==> src/hdl/gle_pkg.sv <==
package gle_pkg;

    localparam int PIX_W   = 8;
    localparam int CODE_W  = 12;
    localparam int FREE_W  = 13;
    localparam int WID_W   = 4;
    localparam int HASH_W  = 13;
    localparam int EPOCH_W = 6;
    localparam int WORD_W  = EPOCH_W + CODE_W + PIX_W + CODE_W;
    localparam int BUF_W   = 20;
    localparam int FILL_W  = 5;

    localparam logic [CODE_W-1:0] CODE_CLEAR  = 12'd256;
    localparam logic [CODE_W-1:0] CODE_EOI    = 12'd257;
    localparam logic [FREE_W-1:0] CODE_FIRST  = 13'd258;
    localparam logic [FREE_W-1:0] CODE_LIMIT  = 13'd4096;
    localparam logic [WID_W-1:0]  START_WIDTH = 4'd9;
    localparam logic [WID_W-1:0]  MAX_WIDTH   = 4'd12;

    typedef struct packed {
        logic [PIX_W-1:0] pixel;
        logic             frame_end;
    } item_t;

    typedef struct packed {
        logic              valid;
        logic [CODE_W-1:0] code;
        logic [WID_W-1:0]  width;
        logic              flush;
    } code_req_t;

    typedef struct packed {
        logic              sweeping;
        logic [FREE_W-1:0] free_code;
    } dict_status_t;

endpackage

==> src/hdl/gle_ifs.sv <==


interface gle_byte_if;
    logic       valid;
    logic       ready;
    logic [7:0] packed_byte;
    logic       stream_last;
    modport source (output valid, output packed_byte, output stream_last, input ready);
    modport sink (input valid, input packed_byte, input stream_last, output ready);
endinterface

==> src/hdl/gle_pack.sv <==
module gle_pack
    import gle_pkg::*;
(
    input  logic        clk,
    input  logic        rst_n,
    input  code_req_t   req,
    output logic        req_ready,
    gle_byte_if.source  bytes,
    output logic [FILL_W-1:0] fill
);

    logic [BUF_W-1:0]  buf_reg, buf_next;
    logic [FILL_W-1:0] fill_reg, fill_next;
    logic              flush_reg, flush_next;
    logic              ob_valid_reg, ob_valid_next;
    logic [7:0]        ob_byte_reg, ob_byte_next;
    logic              ob_last_reg, ob_last_next;
    logic              ob_free;
    logic [BUF_W-1:0]  masked;

    assign req_ready         = (fill_reg < FILL_W'(8)) && !flush_reg;
    assign ob_free           = !ob_valid_reg || bytes.ready;
    assign bytes.valid       = ob_valid_reg;
    assign bytes.packed_byte = ob_byte_reg;
    assign bytes.stream_last = ob_last_reg;
    assign fill              = fill_reg;
    assign masked = BUF_W'(req.code & CODE_W'((13'd1 << req.width) - 13'd1));

    always_comb
    begin
        buf_next      = buf_reg;
        fill_next     = fill_reg;
        flush_next    = flush_reg;
        ob_valid_next = ob_valid_reg && !bytes.ready;
        ob_byte_next  = ob_byte_reg;
        ob_last_next  = ob_last_reg;

        if (req.valid && req_ready)
        begin
            buf_next   = buf_reg | (masked << fill_reg);
            fill_next  = fill_reg + FILL_W'(req.width);
            flush_next = req.flush;
        end
        else if (ob_free)
        begin
            priority if (fill_reg >= FILL_W'(8))
            begin
                ob_valid_next = 1'b1;
                ob_byte_next  = buf_reg[7:0];
                ob_last_next  = flush_reg && (fill_reg == FILL_W'(8));
                buf_next      = buf_reg >> 8;
                fill_next     = fill_reg - FILL_W'(8);
                if (fill_reg == FILL_W'(8))
                begin
                    flush_next = 1'b0;
                end
            end
            else if (flush_reg && fill_reg != '0)
            begin
                ob_valid_next = 1'b1;
                ob_byte_next  = buf_reg[7:0];
                ob_last_next  = 1'b1;
                buf_next      = '0;
                fill_next     = '0;
                flush_next    = 1'b0;
            end
            else
            begin
                flush_next = 1'b0;
            end
        end
    end

    always_ff @(posedge clk or negedge rst_n)
    begin
        if (!rst_n)
        begin
            buf_reg      <= '0;
            fill_reg     <= '0;
            flush_reg    <= 1'b0;
            ob_valid_reg <= 1'b0;
        end
        else
        begin
            buf_reg      <= buf_next;
            fill_reg     <= fill_next;
            flush_reg    <= flush_next;
            ob_valid_reg <= ob_valid_next;
        end
    end

    always_ff @(posedge clk)
    begin
        ob_byte_reg <= ob_byte_next;
        ob_last_reg <= ob_last_next;
    end

endmodule

==> src/flat_wrapper.sv <==
// flat-port wrapper written by rule: the top's interface ports become plain ports
module gle_pack_flat import gle_pkg::*;
  (clk, rst_n, req, req_ready, fill, bytes_valid, bytes_packed_byte, bytes_stream_last, bytes_ready);
  gle_byte_if bytes_i ();
  input  logic clk;
  input  logic rst_n;
  input  code_req_t req;
  output logic req_ready;
  output logic [FILL_W-1:0] fill;
  output wire logic [$bits(bytes_i.valid)-1:0] bytes_valid;
  output wire logic [$bits(bytes_i.packed_byte)-1:0] bytes_packed_byte;
  output wire logic [$bits(bytes_i.stream_last)-1:0] bytes_stream_last;
  input wire logic [$bits(bytes_i.ready)-1:0] bytes_ready;
  assign bytes_valid = bytes_i.valid;
  assign bytes_packed_byte = bytes_i.packed_byte;
  assign bytes_stream_last = bytes_i.stream_last;
  assign bytes_i.ready = bytes_ready;
  gle_pack u_core (.clk(clk), .rst_n(rst_n), .req(req), .req_ready(req_ready), .bytes(bytes_i), .fill(fill));
endmodule
==> config.mk <==
export PLATFORM = sky130hd
export DESIGN_NAME = gle_pack_flat
export DESIGN_NICKNAME = d
export VERILOG_FILES = /design/src/hdl/gle_pkg.sv /design/src/hdl/gle_ifs.sv /design/src/hdl/gle_pack.sv /design/src/flat_wrapper.sv
export SDC_FILE = /design/constraint.sdc
export NUM_CORES = 1
export LEC_CHECK = 0
export CORE_ASPECT_RATIO = 0.5
export CORE_MARGIN = 2
export CORE_UTILIZATION = 45
export CTS_BUF_LIST = sky130_fd_sc_hd__clkbuf_2
export DETAILED_ROUTE_END_ITERATION = 8
export DONT_BUFFER_PORTS = 1
export GPL_TIMING_DRIVEN = 0
export SYNTH_ARGS = -nofsm -noshare
export SYNTH_HDL_FRONTEND = slang
export SYNTH_SLANG_ARGS = --single-unit
==> constraint.sdc <==
create_clock -name clk -period 6.4 [get_ports clk]
set_clock_uncertainty 0.05 [all_clocks]
set_input_delay 0.64 -clock clk [delete_from_list [all_inputs] [get_ports clk]]
set_output_delay 0.64 -clock clk [all_outputs]
set_load 0.005 [all_outputs]
==> flow_summary.yaml, run 1 <==
run_status:
  status: "complete, but fails checks"
  violations: "DRC"
critical_path:
  cp_max_fo: 10
  worstSetupPathType: "reg2reg"
  slowest_delay_ns: 0.54
  cp.required_ns: 6.65
  startpoint_type: "flop"
  worstPathArrival_ns: 3.32
  cp_num_buf_inv: 5
  path_cells: "buf_4 > inv_1 > ha_1 > inv_1 > a31oi_1 > a21o_2 > nand2b_4 > buf_6 > inv_1 > a211oi_1 > nor2_1"
  worst_setup_path_end_kind: "flop"
  critPathTopFamily: "compound AO/OA/AOI/OAI gates"
  slowest_stage: "a31oi_1"
  cpMostUsedCell: "inv_1"
clock_network:
  clkSlewWorstSetupHoldPaths_ns: 0.22
  numCtsBuffers: 5
  post_cts_buffers: 0
  cts_tree: "yes"
  cts_resized: 0
  cts.sinks: 36
  htreeDepth: 2
  clockBufferDepth: 2
  clockRootBuffer: "clkbuf_2"
  insertion_delay_ns: 0.42
job:
  drv_cap: 0
grt:
  grt_first_pass_wirelength_mm: 13.1
  first_global_vias: 2318
  grt_max_degree: 28
  antenna_found_initial: 0
  grt_use_total_pct: 25.8
  grt_overflow_total: 0
sta:
  drv_slew: 0
  period_needed_ns: 3.08
  fmax_mhz: 325
  tightest_slew_ns: 0.729
  holdWs_ns: 0.329
  rsz0062_at_grt: "false"
  setup_tns_ns: 0
  timing.final.crit_share_pct: 48.1
  setup_viol: 0
  relSlewSlack_pct: 51.2
  hold_viol: 0
logic_synthesis:
  async_flop_share_pct: 75.0
  ys_types: 69
  synth_nets: 341
  synth_edf_count: 9
  yosysWarnings: 0
  synthCells: 313
  ys_seq_area_share_pct: 35.4
  avgSynthCellArea_um2: 8.54
  syn_area_mm2: 0.00267
  synth_top_flop_cell: "dfrtp_1"
  synth_seq_cells: 36
floorplanning:
  core_mm2: 0.00561
  dieHeight_um: 58.5
  rows: 19
  ios: 37
  fp.dieW_um: 113
  start_util_pct: 47.7
  dieArea_mm2: 0.00661
power:
  pwr_density_cell_mw_per_mm2: 416
  p_sw_share_pct: 49.8
  p_int_uw: 592
  total_power_mw: 1.18
  p_sw_uw: 588
  ir_drop_mv: 0.139
  power.clock.fraction_pct: 9.4
  pwr-share-seq_pct: 34.4
  p_leak_nw: 1.12
  power_frac_comb_pct: 56.2
finish:
  final_common_cell: "nand2_1"
  multiInputGateArea_mm2: 0.00158
  area_growth_pct: 6.08
  final_cell_mix: "nand2_1, dfrtp_1, o21ai_0, nor2_1, a21oi_1"
  num-nets-final: 350
  register_area_um2: 946
  design_area_mm2: 0.00284
  final_layout_size_suffix_gt1_share_pct: 10.2
  nFillCells: 561
  final_cells: 396
  n_antenna_cell: 0
  largest_register_ffs: 20
drt:
  vias: 2659
  drtIter0Drc: 298
  via_per_inst: 6.71
  drc_errors: 5
  drt_wl_total_mm: 8.22
  wl_per_cell_um: 20.8
  postRouteAntennaNets: 0
  dr.pass1.iters: 7
min_path:
  hp-class: "in2reg"
placed_design:
  gp_congestion: 0.963
  hpwlAfterDp_mm: 6.22
  place.port_buffers: 0
  placedCellCount: 386
  placed_cell_area_mm2: 0.00277
## kinds of logic after synthesis
logic type | after synthesis | share of synthesized area, %
AO/OA/AOI/OAI | 109 | 29.3
XOR/XNOR | 3 | 0.983
flip-flops | 36 | 35.4
adder cells (fa/ha/maj) | 7 | 3.56
multiplexers | 6 | 2.29
buffers and inverters | 31 | 5.38
AND/OR/NAND/NOR | 121 | 23.1
## per-stage QoR
step	setup slack, ns	utilization [%]
2_1_floorplan	3.27	-
3_3_place_gp	3.08	49.3
3_5_place_dp	3.05	49.3
4_1_cts	3.36	50.6
5_1_grt	3.14	50.6
6_report	3.32	50.6
## cell type report
cell class                      count  share of cell area [%]
Clock buffer                        6                    1.06
Tap cell                           73                    3.22
Clock inverter                      2                   0.397
Multi-Input combinational cell    246                    55.8
Sequential cell                    36                    33.3
Buffer                             20                    3.62
Inverter                           11                    1.46
Timing Repair Buffer                2                    1.06
## path summary, 6_finish.rpt
| kind | start | slack (ns) | end | cells after the start |
|---|---|---|---|---|
| worst max-delay path | u_core.fill[3] | 3.32 | u_core.buf_reg[3] | 11 |
| worst min-delay path | req[17] | 0.33 | u_core.flush_reg | 2 |
| worst max register to register | u_core.fill[3] | 3.32 | u_core.buf_reg[3] | 11 |
| worst min register to register | u_core.buf_reg[6] | 0.43 | u_core.bytes.packed_byte[6] | 0 |
| max in group asynchronous | rst_n | 5.53 | u_core.buf_reg[7] | 2 |
| min in group asynchronous | rst_n | 0.58 | u_core.fill[0] | 2 |
## power by group through the flow
| stage | combinational, mW | clock (mW) | sequential [mW] |
|---|---|---|---|
| 4_1_cts | 0.649 | 0.113 | 0.405 |
| 2_1_floorplan | 0.478 | 0 | 0.389 |
| 5_1_grt | 0.724 | 0.122 | 0.417 |
| 6_report | 0.664 | 0.111 | 0.405 |
| 3_3_place_gp | 0.637 | 0 | 0.409 |
| 3_5_place_dp | 0.641 | 0 | 0.411 |
## Yosys cell counts, types with 3 or more instances
cell type   n  area share (%)
nor3_1      8             1.5
mux2i_1     5             1.9
ha_1        6             2.8
a32oi_1     3            0.98
inv_1      10             1.4
nor4_1      3            0.70
nor2_1     23             3.2
clkbuf_1    7            0.98
edfxtp_1    9              10
dfrtp_1    27              25
nand3_1    13             2.4
nand2b_1    3            0.70
and2_1      3            0.70
a211oi_1    3            0.84
a21o_1      4             1.1
a221oi_1    4             1.3
o21ai_0    25             4.7
a22oi_1     6             1.7
a21oi_1    17             3.2
o211ai_1    4             1.1
a31oi_1     6             1.4
o2111ai_1   5             1.6
buf_4       3            0.84
buf_2       7             1.3
nor2b_1     5             1.2
or2_2       4            0.94
nand2_1    41             5.8
## what timing repair did
action                                 CTS  global route
hold buffers                             2             0
setup endpoints to repair                0             0
endpoints found under the hold margin   27             0
## layer usage
layer  GRT usage, %  vias to the layer above  share of wire, %
met5              0                        -                 0
met4           5.57                        0              0.92
met3           5.66                        9                11
met2           35.6                      160                39
met1           40.9                     1282                49
li1               -                     1208                 -
Note: power is estimated with default switching activity, not from simulation.
==> run 2: changes to the inputs <==
Clock period 6.4 ns to 2.5 ns, I/O delays scaled along.
==> flow_summary.yaml, run 2 (same netlist as run 1, synthesis figures left out) <==
floorplanning:
  dieArea_mm2: 0.00661
  fp.dieW_um: 113
  rows: 19
  dieHeight_um: 58.5
  ios: 37
  start_util_pct: 47.7
  core_mm2: 0.00561
sta:
  period_needed_ns: 2.46
  hold_viol: 0
  rsz0062_at_grt: "true"
  tightest_slew_ns: 0.598
  setup_viol: 0
  drv_slew: 0
  fmax_mhz: 407
  timing.final.crit_share_pct: 98.3
  relSlewSlack_pct: 60.1
run_status:
  status: "complete, but fails checks"
  violations: "DRC"
clock_network:
  numCtsBuffers: 5
  clockRootBuffer: "clkbuf_2"
  htreeDepth: 2
  insertion_delay_ns: 0.40
  cts.sinks: 36
  clockBufferDepth: 2
  cts_tree: "yes"
  clkSlewWorstSetupHoldPaths_ns: 0.20
power:
  ir_drop_mv: 0.427
  p_sw_share_pct: 48.5
  p_leak_nw: 1.17
  p_int_mw: 1.70
  p_sw_mw: 1.61
  power_frac_comb_pct: 56.8
  power.clock.fraction_pct: 11.5
  pwr_density_cell_mw_per_mm2: 1100
  pwr-share-seq_pct: 31.7
critical_path:
  reg2reg_slack_ns: 0.04
  startpoint_type: "flop"
  critPathTopFamily: "buffers and inverters"
  worstPathArrival_ns: 2.48
  worstSetupPathType: "reg2reg"
  worst_setup_path_end_kind: "flop"
  slowest_delay_ns: 0.45
  cp.required_ns: 2.52
  path_cells: "buf_4 > clkinvlp_4 > ha_4 > inv_1 > a31oi_4 > a21o_4 > nand2b_4 > buf_6 > inv_1"
  cp_num_buf_inv: 5
  cp_max_fo: 10
  cpMostUsedCell: "inv_1"
  slowest_stage: "dfrtp_2"
placed_design:
  place.port_buffers: 0
  placed_cell_area_mm2: 0.00279
  hpwlAfterDp_mm: 6.36
  placedCellCount: 386
  gp_congestion: 0.948
drt:
  postRouteAntennaNets: 0
  wl_per_cell_um: 21.4
  drt_wl_total_mm: 8.55
  drc_errors: 5
  vias: 2735
  dr.pass1.iters: 9
  via_per_inst: 6.84
  drtIter0Drc: 317
finish:
  final_layout_size_suffix_gt1_share_pct: 16.2
  largest_register_ffs: 20
  num-nets-final: 354
  area_growth_pct: 12.9
  final_cell_mix: "nand2_1, o21ai_0, dfrtp_1, nor2_1, a21oi_1"
  final_common_cell: "nand2_1"
  design_area_mm2: 0.00302
  n_antenna_cell: 0
  final_cells: 400
grt:
  grt_overflow_total: 0
  grt_max_degree: 28
  first_global_vias: 2374
  antenna_found_initial: 0
  grt_use_total_pct: 26.7
  grt_first_pass_wirelength_mm: 13.4
job:
  drv_cap: 0
min_path:
  hp-class: "in2reg"
run 2: power by group through the flow:
stage / Clock (mW) / Sequential (mW) / Combinational, mW
after CTS: 0.386 / 1.04 / 1.76
after detailed placement: 0 / 1.05 / 1.66
final: 0.380 / 1.05 / 1.88
after floorplan: 0 / 0.996 / 1.23
after global placement: 0 / 1.04 / 1.65
after global routing: 0.414 / 1.08 / 2.03
run 2: final cells by class:
cell class | instances | area, um^2
Fill cell | 520 | 2590
Multi-Input combinational cell | 246 | 1690
Sequential cell | 36 | 948
Buffer | 19 | 109
Tap cell | 73 | 91.3
Timing Repair Buffer | 7 | 72.6
Inverter | 11 | 45.0
Clock inverter | 3 | 42.5
Clock buffer | 5 | 25.0
run 2: through the flow:
stage | setup TNS (ns) | utilization [%] | setup WS (ns) | power (mW) | hold WS (ns)
after floorplan | -0.0552 | - | -0.0552 | 2.23 | -0.0956
after detailed placement | -8.20 | 49.8 | -0.462 | 2.71 | -0.0948
final | 0 | 53.8 | 0.0430 | 3.31 | 0.0310
after global routing | -0.581 | 53.8 | -0.0759 | 3.52 | 0.0342
after global placement | -7.30 | 49.8 | -0.436 | 2.69 | -0.0948
after CTS | -0.0233 | 53.0 | -0.0233 | 3.19 | 0.0223
run 2: worst paths after layout:
kind / to / cells after the start / from
setup / recovery: u_core.bytes.stream_last / 9 / u_core.fill[3]
hold / removal: u_core.fill[0] / 3 / req[1]
setup reg to reg: u_core.bytes.stream_last / 9 / u_core.fill[3]
hold reg to reg: u_core.bytes.packed_byte[7] / 0 / u_core.buf_reg[7]
max in group asynchronous: u_core.buf_reg[1] / 2 / rst_n
min in group asynchronous: u_core.buf_reg[16] / 2 / rst_n
run 2: layer usage:
layer	wire length (um)	part of all wire (%)	track usage, %	vias up
li1	-	-	-	1234
met5	0	0	0	-
met2	3450	40	36.5	146
met4	82	0.96	4.88	0
met1	4100	48	42.5	1346
met3	917	11	6.28	9
run 2: what timing repair did:
action	in CTS	in global routing
hold buffers	4	0
resized for setup	12	9
endpoints found under the hold margin	28	0
pin swaps	0	2
endpoints found under the setup margin	33	30
setup buffers	1	2
run 2: worst min-delay path, cell delays in order:
cell and delay, ns:
ha_1 0.11, nand2_1 0.05, o31ai_1 0.05
