**src/hdl/gle_pkg.sv**
```systemverilog
package gle_pkg;

    localparam int PIX_W   = 8;
    localparam int CODE_W  = 12;
    localparam int FREE_W  = 13;
    localparam int WID_W   = 4;
    localparam int HASH_W  = 13;
    localparam int EPOCH_W = 6;
    localparam int WORD_W  = EPOCH_W + CODE_W + PIX_W + CODE_W;
    localparam int BUF_W   = 20;
    localparam int FILL_W  = 5;

    localparam logic [CODE_W-1:0] CODE_CLEAR  = 12'd256;
    localparam logic [CODE_W-1:0] CODE_EOI    = 12'd257;
    localparam logic [FREE_W-1:0] CODE_FIRST  = 13'd258;
    localparam logic [FREE_W-1:0] CODE_LIMIT  = 13'd4096;
    localparam logic [WID_W-1:0]  START_WIDTH = 4'd9;
    localparam logic [WID_W-1:0]  MAX_WIDTH   = 4'd12;

    typedef struct packed {
        logic [PIX_W-1:0] pixel;
        logic             frame_end;
    } item_t;

    typedef struct packed {
        logic              valid;
        logic [CODE_W-1:0] code;
        logic [WID_W-1:0]  width;
        logic              flush;
    } code_req_t;

    typedef struct packed {
        logic              sweeping;
        logic [FREE_W-1:0] free_code;
    } dict_status_t;

endpackage

```
**src/hdl/gle_ifs.sv**
```systemverilog
interface gle_pix_if;
    logic       valid;
    logic       ready;
    logic [7:0] pixel;
    logic       frame_end;
    modport source (output valid, output pixel, output frame_end, input ready);
    modport sink (input valid, input pixel, input frame_end, output ready);
endinterface


```
**src/hdl/gle_front.sv**
```systemverilog
module gle_front
    import gle_pkg::*;
(
    input  logic   clk,
    input  logic   rst_n,
    gle_pix_if.sink pix,
    input  logic   hold,
    output item_t  q_item,
    output logic   q_valid,
    input  logic   q_pop
);

    // Two-entry queue between the pixel port and the dictionary engine.
    item_t      slot_reg [2];
    logic       wr_ptr_reg, wr_ptr_next;
    logic       rd_ptr_reg, rd_ptr_next;
    logic [1:0] count_reg, count_next;
    logic       push;

    assign pix.ready = (count_reg != 2'd2) && !hold;
    assign push      = pix.valid && pix.ready;
    assign q_valid   = (count_reg != 2'd0);
    assign q_item    = slot_reg[rd_ptr_reg];

    always_comb
    begin
        wr_ptr_next = wr_ptr_reg + 1'b1;
        rd_ptr_next = rd_ptr_reg + 1'b1;
        count_next  = count_reg + {1'b0, push} - {1'b0, q_pop};
        if (!push)
        begin
            wr_ptr_next = wr_ptr_reg;
        end
        if (!q_pop)
        begin
            rd_ptr_next = rd_ptr_reg;
        end
    end

    always_ff @(posedge clk or negedge rst_n)
    begin
        if (!rst_n)
        begin
            wr_ptr_reg <= 1'b0;
            rd_ptr_reg <= 1'b0;
            count_reg  <= 2'd0;
        end
        else
        begin
            wr_ptr_reg <= wr_ptr_next;
            rd_ptr_reg <= rd_ptr_next;
            count_reg  <= count_next;
        end
    end

    always_ff @(posedge clk)
    begin
        if (push)
        begin
            slot_reg[wr_ptr_reg] <= '{pixel: pix.pixel, frame_end: pix.frame_end};
        end
    end

endmodule

```
**src/flat_wrapper.sv**
```systemverilog
// flat-port wrapper written by rule: the top's interface ports become plain ports
module gle_front_flat import gle_pkg::*;
  (clk, rst_n, hold, q_item, q_valid, q_pop, pix_valid, pix_pixel, pix_frame_end, pix_ready);
  gle_pix_if pix_i ();
  input  logic clk;
  input  logic rst_n;
  input  logic hold;
  output item_t q_item;
  output logic q_valid;
  input  logic q_pop;
  input wire logic [$bits(pix_i.valid)-1:0] pix_valid;
  input wire logic [$bits(pix_i.pixel)-1:0] pix_pixel;
  input wire logic [$bits(pix_i.frame_end)-1:0] pix_frame_end;
  output wire logic [$bits(pix_i.ready)-1:0] pix_ready;
  assign pix_i.valid = pix_valid;
  assign pix_i.pixel = pix_pixel;
  assign pix_i.frame_end = pix_frame_end;
  assign pix_ready = pix_i.ready;
  gle_front u_core (.clk(clk), .rst_n(rst_n), .pix(pix_i), .hold(hold), .q_item(q_item), .q_valid(q_valid), .q_pop(q_pop));
endmodule
```
**config.mk**
```make
export PLATFORM = sky130hd
export DESIGN_NAME = gle_front_flat
export DESIGN_NICKNAME = d
export VERILOG_FILES = /design/src/hdl/gle_pkg.sv /design/src/hdl/gle_ifs.sv /design/src/hdl/gle_front.sv /design/src/flat_wrapper.sv
export SDC_FILE = /design/constraint.sdc
export NUM_CORES = 1
export LEC_CHECK = 0
export BUFFER_PORTS_ARGS = -buffer_cell sky130_fd_sc_hd__buf_2
export CORE_MARGIN = 2
export CORE_UTILIZATION = 49
export DETAILED_ROUTE_END_ITERATION = 16
export GPL_ROUTABILITY_DRIVEN = 0
export HOLD_SLACK_MARGIN = 0.05
export PLACE_DENSITY_LB_ADDON = 0.2
export SLEW_MARGIN = 0
export SYNTH_ARGS = -nofsm -noshare
export SYNTH_HDL_FRONTEND = slang
export SYNTH_SLANG_ARGS = --single-unit
```
**constraint.sdc**
```tcl
create_clock -name clk -period 1.9 [get_ports clk]
set_input_delay 0.38 -clock clk [delete_from_list [all_inputs] [get_ports clk]]
set_output_delay 0.38 -clock clk [all_outputs]
set_load 0.02 [all_outputs]
```
==> results of run 1 <==
-- worst min path at each step --
stage | startpoint | to | slack, ns | cells past startpoint
after floorplan | rst_n | u_core.count_reg[0] | 0.08 | 0
after global placement | rst_n | u_core.count_reg[1] | 0.19 | 1
after detailed placement | rst_n | u_core.count_reg[1] | 0.19 | 1
after CTS | q_pop | u_core.rd_ptr_reg | 0.25 | 2
after global routing | pix_pixel[1] | u_core.slot_reg[0][2] | 0.24 | 1
final | pix_pixel[5] | u_core.slot_reg[1][6] | 0.25 | 1
-- kinds of logic (layout without fill, tap and decap cells) --
group	after synthesis	after routing	synth area share [%]
DFF	22	22	71.51
muxes	9	9	15.08
buffers and inverters	4	33	2.514
AOI/OAI and AO/OA	1	1	0.5581
and+or+nand+nor	6	6	3.632
xor gates and xnor gates	4	4	3.911
adders and majority gates	2	2	2.793
-- metal layers --
layer | up-vias | wire length, µm
met3 | 0 | 53
met4 | 0 | 0
li1 | 229 | -
met2 | 16 | 650
met5 | - | 0
met1 | 213 | 525
-- worst register-to-register path: cells and delay by family, from the launching register on --
family                 cells  cell delay (ns)
buffers and inverters      1             0.22
flip-flops                 1             0.44
AND/OR/NAND/NOR            3             0.45
-- power by group --
| part | internal, mW | switching, mW | total (mW) |
|---|---|---|---|
| clock network | 0.117 | 0.142 | 0.259 |
| registers | 0.623 | 0.0925 | 0.716 |
| logic | 0.261 | 0.233 | 0.495 |
-- layout make-up --
| cell class | count | area (µm²) |
|---|---|---|
| clock buffers | 4 | 36.28 |
| fillers | 144 | 635.6 |
| inverters | 3 | 11.26 |
| multi-input cells | 22 | 232.7 |
| flip-flops and latches | 22 | 641.9 |
| well taps | 25 | 31.28 |
| repair buffers | 26 | 137.6 |
-- cell usage in the layout, fill, tap and decap left out, drive strengths merged --
| master | count |
|---|---|
| clkbuf | 4 |
| ha | 2 |
| nor2 | 1 |
| a21oi | 1 |
| xnor2 | 3 |
| edfxtp | 18 |
| nor2b | 1 |
| dlygate4sd3 | 1 |
| nand2 | 1 |
| dfrtp | 4 |
| and3 | 1 |
| mux2 | 9 |
| buf | 25 |
| xor2 | 1 |
| or2 | 1 |
| inv | 3 |
| nand2b | 1 |
-- repair_timing --
action | 4_1_cts | 5_1_grt
endpoints found under the hold margin | 4 | 0
hold buffers | 1 | 0
endpoints found under the setup margin | 9 | 0
resized for setup | 1 | 0
setup buffers | 0 | 0
==> summary.txt, run 1 <==
Status
  • Status: finished clean

Setup path
  • Crit path max fanout: 10
  • CP endpoint kind: output port
  • Delay-heaviest family, CP: flip-flops
  • CP bufs+invs: 1
  • Worst path depth: 2
  • Slowest library cell on the worst path: dfrtp_2
  • RR Endpoint: u_core.slot_reg[0][3]
  • Worst R2R Setup Slack: 0.52 ns
  • Startpoint Class: flip-flop
  • CP max stage delay: 0.57 ns
  • CP endpoint: q_item[4]
  • Required time of the worst setup path: 1.52 ns
  • R2r worst-path depth: 4
  • Reg2Reg Launch Point: u_core.count_reg[1]
  • CP Class: flip-flop to output port
  • Crit path cell chain: mux2_4 > buf_2
  • Worst EP arrival: 1.36 ns
  • CP Launch Point: u_core.rd_ptr_reg

STA
  • Slew margin rel.: 72.91%
  • Max Transition Viols Final: 0
  • Crit path time final: 1.740 ns
  • Worst-margin pin slew: 0.4063 ns
  • Final period util: ~90%
  • Count of final setup violators: 0
  • Fin Hold WS: between 0.2 and 0.3 ns
  • Final Hold Fails: 0
  • Setup ws final: ~0.16 ns
  • Total Neg Setup Slack: 0 ns
  • Skew final: 0.001791 ns
  • Highest clock rate: 574.8 MHz
  • RSZ-0062 raised after global routing: false

Place
  • Placed inst area: around 0.0010 mm²
  • Port Buffer Count: 24
  • Place WS: 0.3342 ns
  • Dpl cells: 97

Route
  • Detail Route Antenna Nets: 0
  • Routed wire length per instance: 12.04 µm
  • DRC Markers: 0
  • 1st-pass router iterations: 3
  • Vias/cell: 4.490
  • DRT iter0 DRCs: 3
  • Final WL: 1.228 mm
  • DR vias: ~460

Synth
  • Yosys cell types: 15
  • Synth top cells by count: 18 x edfxtp_1, 9 x mux2_4, 4 x dfrtp_1
  • Post-Syn Area: 895.9 µm²
  • Post-Synthesis Cells: 48
  • Mean Syn Cell Area: 18.66 µm²
  • Cell taking the most area after synthesis: edfxtp_1
  • Synthesized flop and latch total: 22
  • Synth area leaders: edfxtp_1 60%, mux2_4 15%, dfrtp_1 11%
  • Most common cell in the synthesized netlist: edfxtp_1
  • Yosys Warn Count: 0
  • Post-synth ARST share: 18.18%
  • Sequential share of the synthesized area: 71.51%
  • Main flop type after synthesis: edfxtp_1
  • Synth top area share: 60.34%
  • Post-synth EDFFs: 18
  • Syn_nets: 64

Global route
  • GRT met2 Usage: 23.01%
  • Vias in the first global route: 431
  • Met3 usage: 3.462%
  • Met1 Usage GRT: 15.80%
  • Global-route wire length before repair: 1.897 mm
  • Total gr overflow: 0
  • Top Usage Layer GRT: met2
  • GRT Util Overall: about an eighth
  • Largest net degree at the start of global routing: 13
  • Antenna violations before repair: 0

Min path
  • Hold Crit Class: input pin to flip-flop

Layout
  • Finished Layout Cells: 102
  • Max reg flops: 18
  • Share of cells above drive strength 1: 51.95%
  • Ant. Diodes: 0
  • Total Nets Final: 94
  • Util after Layout: 63.19%
  • Syn-to-layout area delta: 21.79%
  • Cell area after layout: 0.001091 mm²

Power
  • Worst VDD drop: 0.8372 mV
  • Power density cells: around 1300 mW/mm²
  • Final Power: 1.469 mW
  • Leakage power: 0.4723 nW

Floorplanning
  • Ports: 25
  • Row count: 15
  • Die H: 46.76 µm
  • Core area: 0.001727 mm²
  • Die Wd: 46.76 µm
  • Die area: between 0.002 and 0.0025 mm²
  • Starting density of the core: 51.88%

Clocking
  • Root buffer cell: clkbuf_4
  • CTS Buf Count: 3
  • Clk pin slew, worst setup/hold paths: between 0.1 and 0.15 ns
  • H-tree depth: 1
  • Clock Sinks: 22
  • CTS Buffer Depth: 2
  • CTS tree: built
  • Clk Latency, worst-skew pair: 0.30 ns

Run
  • Max Cap Violations: 0
No activity file was read; power rests on OpenSTA's default activity.
==> run 2, diff against run 1 <==
Settings changed: RECOVER_POWER set to 25.
==> run 2 against run 1 <==
Against the previous run:
- die area unchanged
- flip-flop and latch count is the same
- critical path depth stayed put
- register-to-register slack barely moved
- setup slack about the same
==> summary.txt, run 2 (synthesis gave the netlist of run 1 again) <==
Setup path
  • CP Launch Point: u_core.rd_ptr_reg
  • CP endpoint kind: output port
  • Reg2Reg Launch Point: u_core.count_reg[1]
  • Worst EP arrival: 1.36 ns (about the same)
  • CP Class: flip-flop to output port
  • Crit path cell chain: mux2_4 > buf_2
  • Required time of the worst setup path: 1.52 ns (about the same)
  • Startpoint Class: flip-flop
  • CP endpoint: q_item[4]
  • Crit path max fanout: 10 (unchanged)
  • Slowest library cell on the worst path: dfrtp_2
  • RR Endpoint: u_core.slot_reg[0][3]
  • CP max stage delay: 0.57 ns (about the same)
  • R2r worst-path depth: 4 (unchanged)
  • Worst R2R Setup Slack: 0.53 ns (about the same)

STA
  • Highest clock rate: 574.8 MHz (about the same)
  • Slew margin rel.: 72.91% (unchanged)
  • Max Transition Viols Final: 0 (unchanged)
  • Total Neg Setup Slack: 0 ns (unchanged)
  • Crit path time final: 1.740 ns (+0.000006000 ns)
  • Final period util: 91.56% (about the same)
  • Worst-margin pin slew: 0.4063 ns (+0.0000001192 ns)
  • Fin Hold WS: 0.2533 ns (-0.000006000 ns)
  • RSZ-0062 raised after global routing: false
  • Count of final setup violators: 0 (unchanged)
  • Skew final: 0.001792 ns (+0.000001300 ns)
  • Setup ws final: 0.1603 ns (-0.000006000 ns)
  • Final Hold Fails: 0 (unchanged)

Power
  • Leakage power: 0.4695 nW (-0.58%)
  • Worst VDD drop: 0.8369 mV (about the same)
  • Power density cells: 1348 mW/mm² (about the same)

Floorplanning
  • Die area: 0.002187 mm² (unchanged)
  • Die H: 46.76 µm (unchanged)
  • Starting density of the core: 51.88% (unchanged)
  • Row count: 15 (unchanged)
  • Core area: 0.001727 mm² (unchanged)
  • Ports: 25 (unchanged)
  • Die Wd: 46.76 µm (unchanged)

Route
  • DRT iter0 DRCs: 10 (+7)
  • Detail Route Antenna Nets: 0 (unchanged)
  • Vias/cell: 4.490 (unchanged)
  • DR vias: 458 (unchanged)
  • 1st-pass router iterations: 3 (unchanged)
  • Final WL: 1.228 mm (unchanged)
  • Routed wire length per instance: 12.04 µm (unchanged)
  • DRC Markers: 0 (unchanged)

Place
  • Port Buffer Count: 24 (unchanged)
  • Place WS: 0.3342 ns (unchanged)

Global route
  • Total gr overflow: 0 (unchanged)
  • Largest net degree at the start of global routing: 13 (unchanged)
  • Antenna violations before repair: 0 (unchanged)
  • Global-route wire length before repair: 1.897 mm (unchanged)
  • GRT Util Overall: 13.00% (unchanged)
  • Vias in the first global route: 431 (unchanged)

Layout
  • Ant. Diodes: 0 (unchanged)
  • Sequential Area: 641.9 µm² (unchanged)
  • Filler cells: 145 (+0.69%)
  • Total Nets Final: 94 (unchanged)
  • Most frequent cells in the layout: 23 x buf_2, 18 x edfxtp_1, 9 x mux2_4
  • Max reg flops: 18 (unchanged)
  • Share of cells above drive strength 1: 50.65% (-1.3 points)
  • Multi-input logic area: 232.7 µm² (unchanged)
  • Commonest non-fill, non-tap cell in the layout: buf_2
  • Syn-to-layout area delta: 21.65%

Run
  • Max Cap Violations: 0 (unchanged)

Status
  • Status: finished clean

Clocking
  • CTS tree: built
  • H-tree depth: 1 (unchanged)
  • Clk pin slew, worst setup/hold paths: 0.12 ns (about the same)
  • Root buffer cell: clkbuf_4
  • CTS Buffer Depth: 2 (unchanged)
  • Clock Sinks: 22 (unchanged)
  • Clk Latency, worst-skew pair: 0.30 ns (about the same)
  • CTS Buf Count: 3 (unchanged)

Min path
  • Hold Crit Class: input pin to flip-flop
## run 2: cell count changes in the layout (fill, tap and decap cells not counted), sizes merged
| cell | delta |
|---|---|
| buf | -1 |
| clkbuf | +1 |
## run 2: worst min path at each step
| stage | to | depth (start not counted) | slack, ns | start |
|---|---|---|---|---|
| after global placement | u_core.count_reg[1] | 1 | 0.19 | rst_n |
| after detailed placement | u_core.count_reg[1] | 1 | 0.19 | rst_n |
| after CTS | u_core.rd_ptr_reg | 2 | 0.25 | q_pop |
| after floorplan | u_core.count_reg[0] | 0 | 0.08 | rst_n |
| after global routing | u_core.slot_reg[0][2] | 1 | 0.24 | pix_pixel[1] |
| final | u_core.slot_reg[1][6] | 1 | 0.25 | pix_pixel[5] |
## run 2: power breakdown
part	internal, mW	total (mW)	switching [mW]
clock	0.117	0.259	0.142
sequential	0.623	0.716	0.0925
combinational	0.261	0.494	0.233
## run 2: layout make-up
type / instances / share of cell area (%)
flip-flops and latches: 22 / 58.90
multi-input cells: 22 / 21.35
repair buffers: 26 / 12.51
clock buffers: 4 / 3.329
well taps: 25 / 2.870
inverters: 3 / 1.033
## run 2: per-layer routing
metal	track usage, %	wire length [µm]	vias to the layer above
met5	0	0	-
met4	3.333	0	0
met3	3.462	53	0
met2	23.01	649	16
met1	15.80	525	213
li1	-	-	229
## run 2: worst max-delay path: cells and delay by family (launching register included)
family / cells / cell delay (ns)
buf+inv: 1 / 0.16
mux: 1 / 0.33
flops: 1 / 0.57
## run 2: metrics by stage
| stage | util, % | area, µm² | instances | total power, mW |
|---|---|---|---|---|
| after global placement | 60.43 | 1044 | 97 | 1.218 |
| after CTS | 63.19 | 1091 | 102 | 1.483 |
| after floorplan | - | 895.9 | 48 | 1.110 |
| final | 63.12 | 1090 | 102 | 1.469 |
| after global routing | 63.12 | 1090 | 102 | 1.556 |
| after detailed placement | 60.43 | 1044 | 97 | 1.229 |
## run 2: what timing repair did
action	in CTS	in global routing
hold endpoints to repair	4	0
hold buffers	1	0
buffers inserted	0	0
endpoints found under the setup margin	9	0
gates resized for setup	1	0
==> run 3, diff against run 2 <==
Settings changed: CORE_ASPECT_RATIO set to 2, CORE_UTILIZATION 49 to 31, CTS_CLUSTER_DIAMETER set to 120.
==> run 3 against run 2 <==
Against the previous run:
- critical path depth rose by 1
- count of clock-buffer cells in the layout did not move
- non-clock buffer count rose by 2
- utilization fell by 22 points
- hold slack improved by 0.056 ns
- first-iteration DRC count fell by 10%
- sequential share of layout area fell by 2.1 points
- via count rose by 6.6%
- setup slack improved by 0.098 ns
- routed wire length rose by 9.3%
- critical path type unchanged
- largest cell class unchanged
==> summary.txt, run 3 (synthesis gave the netlist of run 1 again) <==
Setup path
  • Delay-heaviest family, CP: flip-flops
  • Required time of the worst setup path: 1.52 ns (about the same)
  • Crit path max fanout: 6 (-4)
  • Slowest library cell on the worst path: dfrtp_1
  • CP Class: flip-flop to output port
  • CP max stage delay: 0.38 ns (-0.19 ns)
  • Crit path cell chain: buf_4 > mux2_4 > buf_2
  • Startpoint Class: flip-flop
  • Worst EP arrival: 1.26 ns (-0.10 ns)
  • CP endpoint kind: output port
  • CP bufs+invs: 2 (+1)

Route
  • 1st-pass router iterations: 3 (unchanged)
  • Vias/cell: 4.519 (+0.63%)
  • DRT iter0 DRCs: 9 (-1)
  • Detail Route Antenna Nets: 0 (unchanged)
  • DR vias: 488 (+6.6%)
  • Routed wire length per instance: 12.43 µm (+3.2%)
  • Final WL: 1.342 mm (+9.3%)
  • DRC Markers: 0 (unchanged)

Global route
  • Global-route wire length before repair: 2.249 mm (+19%)
  • Largest net degree at the start of global routing: 13 (unchanged)
  • GRT Util Overall: 9.219% (-3.8 points)
  • Antenna violations before repair: 0 (unchanged)
  • Vias in the first global route: 520 (+21%)
  • Total gr overflow: 0 (unchanged)

Place
  • Place WS: 0.4553 ns (+0.1211 ns)
  • Port Buffer Count: 24 (unchanged)
  • Final HPWL from detailed placement: 1.053 mm
  • Placed inst area: 0.001064 mm² (+1.9%)

STA
  • Worst-margin pin slew: 0.4321 ns (+0.02580 ns)
  • Setup ws final: 0.2581 ns (+0.09774 ns)
  • Total Neg Setup Slack: 0 ns (unchanged)
  • Slew margin rel.: 71.19% (-1.7 points)
  • Skew final: 0.002321 ns (+0.0005292 ns)
  • Crit path time final: 1.642 ns (-0.09774 ns)
  • Highest clock rate: 609.0 MHz (+6.0%)
  • Count of final setup violators: 0 (unchanged)
  • Final Hold Fails: 0 (unchanged)
  • Final period util: 86.42% (-5.1 points)
  • RSZ-0062 raised after global routing: false
  • Max Transition Viols Final: 0 (unchanged)

Floorplanning
  • Core area: 0.002736 mm² (+58%)
  • Row count: 27 (+12)
  • Die area: 0.003362 mm² (+54%)
  • Ports: 25 (unchanged)
  • Die Wd: 42.01 µm (-10%)
  • Starting density of the core: 32.74% (-19 points)
  • Die H: 80.03 µm (+71%)

Power
  • Power density cells: 1391 mW/mm² (+3.2%)
  • Seq pwr share: 42.5% (-6.2 points)
  • Sw Share: 30.32% (-1.5 points)
  • Net switching power: 0.4759 mW (+1.7%)
  • Clock power share: 20.4% (+2.8 points)
  • Leakage power: 0.4906 nW (+4.5%)
  • Total internal power: 1.094 mW (+9.3%)
  • Worst VDD drop: 0.6418 mV (-23%)
  • Comb power frac: 37.1% (+3.5 points)

Layout
  • Sequential Area: 640.6 µm² (-0.20%)
  • Syn-to-layout area delta: 25.98%
  • Multi-input logic area: 232.7 µm² (unchanged)
  • Share of cells above drive strength 1: 51.90% (+1.2 points)
  • Filler cells: 262 (+81%)
  • Ant. Diodes: 0 (unchanged)
  • Total Nets Final: 96 (+2.1%)
  • Max reg flops: 18 (unchanged)
  • Commonest non-fill, non-tap cell in the layout: buf_2
  • Cell area after layout: 0.001129 mm² (+3.6%)
  • Most frequent cells in the layout: 24 x buf_2, 18 x edfxtp_1, 9 x mux2_4

Status
  • Status: finished clean

Clocking
  • Root buffer cell: clkbuf_8
  • Clk pin slew, worst setup/hold paths: 0.07 ns (-0.05 ns)
  • CTS Buffer Depth: 2 (unchanged)
  • Setup bufs post-CTS: 0 (unchanged)
  • Clk Latency, worst-skew pair: 0.25 ns (-0.05 ns)
  • H-tree depth: 1 (unchanged)
  • Clock Sinks: 22 (unchanged)
  • Post-CTS Hold Fix Bufs: 1 (unchanged)
  • CTS tree: built
  • Post-CTS sizing: 0 (-1)
  • CTS Buf Count: 3 (unchanged)

Min path
  • Hold Crit Class: input pin to flip-flop

Run
  • Max Cap Violations: 0 (unchanged)
run 3: final timing paths:
kind | cells after the start | end | slack (ns) | from
max | 3 | q_item[2] | 0.26 | u_core.rd_ptr_reg
min | 1 | u_core.slot_reg[1][4] | 0.31 | pix_pixel[3]
max reg2reg | 6 | u_core.count_reg[1] | 0.56 | u_core.count_reg[0]
min reg2reg | 1 | u_core.wr_ptr_reg | 0.50 | u_core.wr_ptr_reg
max in group asynchronous | 2 | u_core.wr_ptr_reg | 1.33 | rst_n
min in group asynchronous | 2 | u_core.count_reg[1] | 0.45 | rst_n
run 3: worst register-to-register path, cell delays in order (launching register included):
cell and delay, ns:
dfrtp_1 0.40, nand2b_1 0.16, nand2_1 0.12, inv_1 0.07
ha_1 0.21, xnor2_1 0.18, xnor2_1 0.14
run 3: layout make-up:
type | count | area share [%]
clock buffer | 4 | 4.878
inverter | 3 | 0.9978
multi-input combinational | 22 | 20.62
sequential | 22 | 56.76
tap | 29 | 3.215
timing repair buffer | 28 | 13.53
run 3: power by group through the flow:
stage	Combinational (mW)	Clock (mW)	Sequential [mW]
floorplan	0.445	0	0.666
global route	0.634	0.352	0.680
detailed placement	0.594	0	0.678
CTS	0.597	0.331	0.668
finish	0.582	0.320	0.667
global placement	0.582	0	0.678
run 3: per-layer routing:
layer | track usage (%) | share of wire (%) | vias to the layer above
met5 | 0 | 0 | -
met4 | 7.500 | 3.3 | 0
met3 | 1.810 | 4.5 | 4
met2 | 17.34 | 61 | 13
met1 | 7.941 | 32 | 237
li1 | - | - | 234
run 3: through the flow:
step	cells	hold WS [ns]	power [mW]	utilization [%]
finish	108	0.3092	1.570	41.24
global route	108	0.2961	1.666	41.24
CTS	108	0.3038	1.596	41.24
detailed placement	103	0.1917	1.272	38.87
global placement	103	0.1927	1.260	38.87
floorplan	48	0.08441	1.110	-
